### config.mk
export PLATFORM = sky130hd
export DESIGN_NAME = pidfd_ctrl
export DESIGN_NICKNAME = d
export VERILOG_FILES = /design/src/rtl/core/pidfd_pkg.sv /design/src/rtl/core/pidfd_ctrl.sv
export SDC_FILE = /design/constraint.sdc
export NUM_CORES = 1
export LEC_CHECK = 0
export BUFFER_PORTS_ARGS = -buffer_cell sky130_fd_sc_hd__buf_2
export CAP_MARGIN = 20
export CORE_MARGIN = 2
export CORE_UTILIZATION = 50
export CTS_CLUSTER_DIAMETER = 60
export DETAILED_ROUTE_END_ITERATION = 12
export PLACE_DENSITY = 0.74
export SLEW_MARGIN = 20
export SYNTH_ARGS = -nofsm -noshare
export SYNTH_HDL_FRONTEND = slang
export SYNTH_SLANG_ARGS = --single-unit
### constraint.sdc
create_clock -name clock -period 3.4 [get_ports clock]
set_clock_uncertainty 0.15 [all_clocks]
set_input_delay 0.85 -clock clock [delete_from_list [all_inputs] [get_ports clock]]
set_output_delay 0.85 -clock clock [all_outputs]
set_load 0.05 [all_outputs]
### src/rtl/core/pidfd_pkg.sv
`default_nettype none
package pidfd_pkg;

   localparam logic signed [31:0] LIMIT_HI = 32'sd26214400;
   localparam logic signed [31:0] LIMIT_LO = -32'sd26214400;
   localparam logic signed [63:0] WIDE_HI = 64'sd1099511627776;
   localparam logic signed [63:0] WIDE_LO = -64'sd1099511627776;

   // beyond this the lag step always drives the state to its limit
   localparam logic signed [47:0] STEP_P_LIM = 48'sd2097152;
   localparam logic        [28:0] STEP_SCALE = 29'd200;
   // ceil(2^32 / 7), exact for dividends below 2^30
   localparam logic        [29:0] RECIP7 = 30'd613566757;

   localparam logic [1:0] REG_GAIN = 2'd0;
   localparam logic [1:0] REG_ITIME = 2'd1;
   localparam logic [1:0] REG_DTIME = 2'd2;
   localparam logic [1:0] REG_FTIME = 2'd3;

   typedef enum logic [3:0] {
      OP_ERR_D, OP_ERR_E, OP_ERR_S, OP_INT_MUL, OP_INT_DIV, OP_INT_UPD,
      OP_DA_MUL, OP_DA_DIV, OP_DB_MUL, OP_DB_DIV, OP_DER_UPD,
      OP_LAG_U, OP_LAG_MUL, OP_LAG_STEP, OP_LAG_UPD, OP_FINISH
   } op_type;

   typedef struct packed {
      logic  load;
      op_type op;
      logic  div_start;
      logic  out_load;
   } cmd_type;

   typedef struct packed {
      logic div_busy;
      logic int_en;
      logic der_en;
   } sts_type;

   function automatic logic signed [31:0] sat32(input logic signed [65:0] v);
      if (v > 66'sd2147483647) return 32'sh7fffffff;
      if (v < -66'sd2147483648) return 32'sh80000000;
      return v[31:0];
   endfunction

   function automatic logic signed [31:0] clamp400(input logic signed [65:0] v);
      if (v > 66'(LIMIT_HI)) return LIMIT_HI;
      if (v < 66'(LIMIT_LO)) return LIMIT_LO;
      return v[31:0];
   endfunction

endpackage
`default_nettype wire

### src/rtl/core/pidfd_ctrl.sv
`default_nettype none
module pidfd_ctrl (
   input  wire logic             clock,
   input  wire logic             reset,
   input  wire logic             req_tvalid,
   output logic                  req_tready,
   output logic                  rsp_tvalid,
   input  wire logic             rsp_tready,
   input  wire pidfd_pkg::sts_type sts,
   output pidfd_pkg::cmd_type    cmd
);
   import pidfd_pkg::*;
   localparam logic [1:0] ST_IDLE = 2'd0, ST_RUN = 2'd1, ST_WAIT = 2'd2;
   logic [1:0] state_ff, state_in;
   op_type     op_ff, op_in;
   logic       out_ff, out_in;
   logic       accept;

   assign req_tready = (state_ff == ST_IDLE);
   assign accept = req_tvalid && req_tready;
   assign rsp_tvalid = out_ff;

   always_comb begin
      state_in = state_ff; op_in = op_ff;
      out_in = out_ff && !rsp_tready;
      cmd.load = accept; cmd.op = op_ff; cmd.div_start = 1'b0; cmd.out_load = 1'b0;
      case (state_ff)
         ST_IDLE: if (accept) begin state_in = ST_RUN; op_in = OP_ERR_D; end
         ST_RUN: begin
            case (op_ff)
               OP_ERR_D:   op_in = OP_ERR_E;
               OP_ERR_E:   op_in = OP_ERR_S;
               OP_ERR_S:   op_in = sts.int_en ? OP_INT_MUL : (sts.der_en ? OP_DA_MUL : OP_LAG_U);
               OP_INT_MUL: op_in = OP_INT_DIV;
               OP_INT_DIV: begin cmd.div_start = 1'b1; state_in = ST_WAIT; end
               OP_INT_UPD: op_in = sts.der_en ? OP_DA_MUL : OP_LAG_U;
               OP_DA_MUL:  op_in = OP_DA_DIV;
               OP_DA_DIV:  begin cmd.div_start = 1'b1; state_in = ST_WAIT; end
               OP_DB_MUL:  op_in = OP_DB_DIV;
               OP_DB_DIV:  begin cmd.div_start = 1'b1; state_in = ST_WAIT; end
               OP_DER_UPD: op_in = OP_LAG_U;
               OP_LAG_U:   op_in = OP_LAG_MUL;
               OP_LAG_MUL: op_in = OP_LAG_STEP;
               OP_LAG_STEP: op_in = OP_LAG_UPD;
               OP_LAG_UPD: op_in = OP_FINISH;
               OP_FINISH: begin
                  // hold here while the previous beat still sits in the output register
                  if (!out_ff || rsp_tready) begin
                     cmd.out_load = 1'b1; state_in = ST_IDLE; out_in = 1'b1;
                  end
               end
               default:   state_in = ST_IDLE;
            endcase
         end
         ST_WAIT: if (!sts.div_busy) begin
            state_in = ST_RUN;
            case (op_ff)
               OP_INT_DIV: op_in = OP_INT_UPD;
               OP_DA_DIV:  op_in = OP_DB_MUL;
               default:    op_in = OP_DER_UPD;
            endcase
         end
         default: state_in = ST_IDLE;
      endcase
      if (state_ff == ST_WAIT) cmd.op = op_ff;
   end

   always_ff @(posedge clock) begin
      if (reset) begin
         state_ff <= ST_IDLE; op_ff <= OP_ERR_D; out_ff <= 1'b0;
      end else begin
         state_ff <= state_in; op_ff <= op_in; out_ff <= out_in;
      end
   end
endmodule
`default_nettype wire

==> results.txt <==
Status: finished, final reports clean
Filler cells: 125
Number of synthesized flops with an enable pin: 0
Psw: 0.0994 mW
CTS max path bufs: 2
Final Hold Viols: 0
DP HPWL: 1.15 mm
I/O Buffers: 15
Drt via density: 6.21
Worst-Skew Late Latency: 0.26 ns
Fraction of layout cells with a size suffix above 1: 0.226
PostCTS Resize Cnt: 0
Cell-internal power: 0.160 mW
# rows: 13
Fin. max-slew vios: 0
First-pass GRT wire length: 2.64 mm
Setup CP Type: flop to output pin
GRT Total Usage: 0.185
Tcrit/Tclk final: 0.833
RSZ-0062 raised after global routing: no
GRT Residual Overflow: 0
Reg2reg end: op_ff[1]$_SDFFE_PP0P_
Hold buffers post-CTS: 0
Max incr delay on CP: 0.70 ns
Vias in the first global route: 621
P per Cell Area: 322 nW/um^2
Die Ht: 42.6 um
I/O pin cnt: 16
Clock Power Share: 0.313
Switching Fraction: 0.383
Leakage Power: 0.316 nW
Async SR Flop Fraction: 0
Register area share after synthesis: 0.188
F_max: 0.353 GHz
Unique cell type count in the Yosys netlist: 41
Comb power frac: 0.330
CP endpoint kind: output pin
CP Capture Point: cmd[0]
Root buffer cell: clkbuf_4
Post-Syn Nets: 108
Most used DFF post-synth: dfxtp_1
R2R Path Start: op_ff[1]$_SDFFE_PP0P_
Relative slew slack: 0.598
CTS tree: yes
Final Wtd Congestion: 0.828
Cell count after synthesis: 97
Netlist Area Pre-Place: 744 sq um
CP startpoint kind: flop
Largest net degree at the start of global routing: 22
Sequential power share: 0.357
Worst reg-to-reg path cell count: 5
Routed via count: 751
Worst Setup SP: op_ff[1]$_SDFFE_PP0P_
Layout net count: 118
CTS sink count: 7
Routed Antenna Nets: 0
Final setup fails: 0
DIE WIDTH: 42.6 um
Flop-to-flop setup slack: 1.13 ns
Worst path cell trace: and3_4 -> nand3_1 -> nor2b_1 -> buf_2
Initial Utilization: 0.551
Clock transition at path regs: 0.06 ns
Max Cap Viol: 0
Die ar.: 1810 sq um
Worst Path Required: 2.40 ns
Initial antenna violation count: 0
DRT iter0 DRCs: 18
Ant diodes: 0
Synth warnings: 0
Total CTS buffers: 3
Total Power: 0.260 mW
DRT Pass-1 Iters: 4
Core area: 1350 sq um
Clock period minus worst slack: 2.83 ns
Worst-Margin Slew: 0.602 ns
Syn_area_per_cell: 7.67 sq um
Worst EP arrival: 1.83 ns
VDD IR-drop max: 0.138 mV
Slowest stage cell, crit path: dfxtp_1
Area Growth Syn to Fin: 8.24%
Drt total wl: 1.60 mm
Hold Crit Depth: 2
Postcts setup bufs: 0
Final TNS setup: 0 ns
Critical path fanouts, max: 21
Hold crit path type: flop to flop
Synth Register Bits: 7
DRC: 0
Drt wl/cell: 13.2 um
H-tree depth: 1
==> per-layer routing <==
metal / routed length (um) / global-route usage / vias up
li1: - / - / 377
met1: 763 / 0.248 / 351
met2: 740 / 0.289 / 19
met3: 78 / 0.0474 / 4
met4: 14 / 0.0563 / 0
met5: 0 / 0 / -
==> through the flow <==
step / cells / hold WS (ns) / cell area, sq um / util / setup WS, ns
final: 121 / 0.369 / 806 / 0.597 / 0.567
after CTS: 121 / 0.367 / 806 / 0.597 / 0.572
after global routing: 121 / 0.415 / 806 / 0.597 / 0.449
after global placement: 117 / 0.343 / 779 / 0.577 / 0.900
after detailed placement: 117 / 0.360 / 779 / 0.577 / 0.873
after floorplan: 97 / 0.371 / 744 / - / 0.254
==> cell type report <==
type                    count  area, sq um  share of cell area
repair buffers             15         75.1              0.0932
flip-flops and latches      7          140               0.174
multi-input cells          75          527               0.654
clock buffers               4         26.3              0.0326
well taps                  15         18.8              0.0233
inverters                   5         18.8              0.0233
==> sequential cells by signal (all words and copies together), names as in the netlist <==
register and count:
op_ff 4, state_ff 2, rsp_tvalid 1
==> Yosys cell counts (2+ instances only) <==
master	count	area (sq um)
inv_1	5	18.8
nand2_1	9	33.8
a22oi_1	2	15.0
ha_1	4	50.1
a221oi_1	3	26.3
nand3_1	2	10.0
a31oi_1	2	12.5
o221ai_1	2	17.5
or4_1	2	15.0
nand2b_1	4	25.0
nor2b_1	3	18.8
or3_1	2	12.5
buf_2	2	10.0
buf_6	2	22.5
clkbuf_1	4	15.0
dfxtp_1	7	140
nor2_1	8	30.0
a21oi_1	6	30.0
o21ai_0	5	25.0
a21boi_0	2	15.0
==> cells by family after synthesis <==
| family | synth area share |
|---|---|
| compound gates | 0.306 |
| xor+xnor | 0.0118 |
| fa+ha+maj | 0.0672 |
| buf+inv | 0.104 |
| flops | 0.188 |
| mux | 0.0134 |
| simple gates | 0.309 |
==> worst min-delay path by stage <==
| stage | startpoint | end | slack (ns) |
|---|---|---|---|
| after floorplan | state_ff[0]$_SDFFE_PP0P_ | state_ff[0]$_SDFFE_PP0P_ | 0.37 |
| after global placement | rsp_tvalid$_SDFF_PP0_ | rsp_tvalid$_SDFF_PP0_ | 0.34 |
| after detailed placement | rsp_tvalid$_SDFF_PP0_ | rsp_tvalid$_SDFF_PP0_ | 0.36 |
| after CTS | rsp_tvalid$_SDFF_PP0_ | rsp_tvalid$_SDFF_PP0_ | 0.37 |
| after global routing | rsp_tvalid$_SDFF_PP0_ | rsp_tvalid$_SDFF_PP0_ | 0.42 |
| final | rsp_tvalid$_SDFF_PP0_ | rsp_tvalid$_SDFF_PP0_ | 0.37 |
==> cells in the final DEF (no fill, tap or decap), types with 2 or more instances in the layout <==
master / instances
nand2_1: 9
or4_1: 2
nor2_1: 8
a22oi_1: 2
dfxtp_1: 7
buf_2: 15
o21ai_0: 5
clkbuf_4: 3
inv_1: 5
a221oi_1: 3
ha_1: 4
nand2b_1: 4
a31oi_1: 2
or3_1: 2
a21oi_1: 6
nor2b_1: 3
nand3_1: 2
o221ai_1: 2
==> worst max-delay path: cells and delay by family, from the launching register on <==
kind	cells	cell delay, ns
buffers and inverters	1	0.27
flip-flops	1	0.70
AND/OR/NAND/NOR	3	0.60
==> power groups by stage <==
stage	sequential, mW	clock (mW)	combinational, mW
floorplan	0.0944	0	0.0695
global placement	0.0940	0	0.0845
detailed placement	0.0944	0	0.0851
CTS	0.0926	0.0813	0.0852
global route	0.0932	0.0873	0.0920
finish	0.0927	0.0813	0.0856
Power figures use the tool's default switching activity.
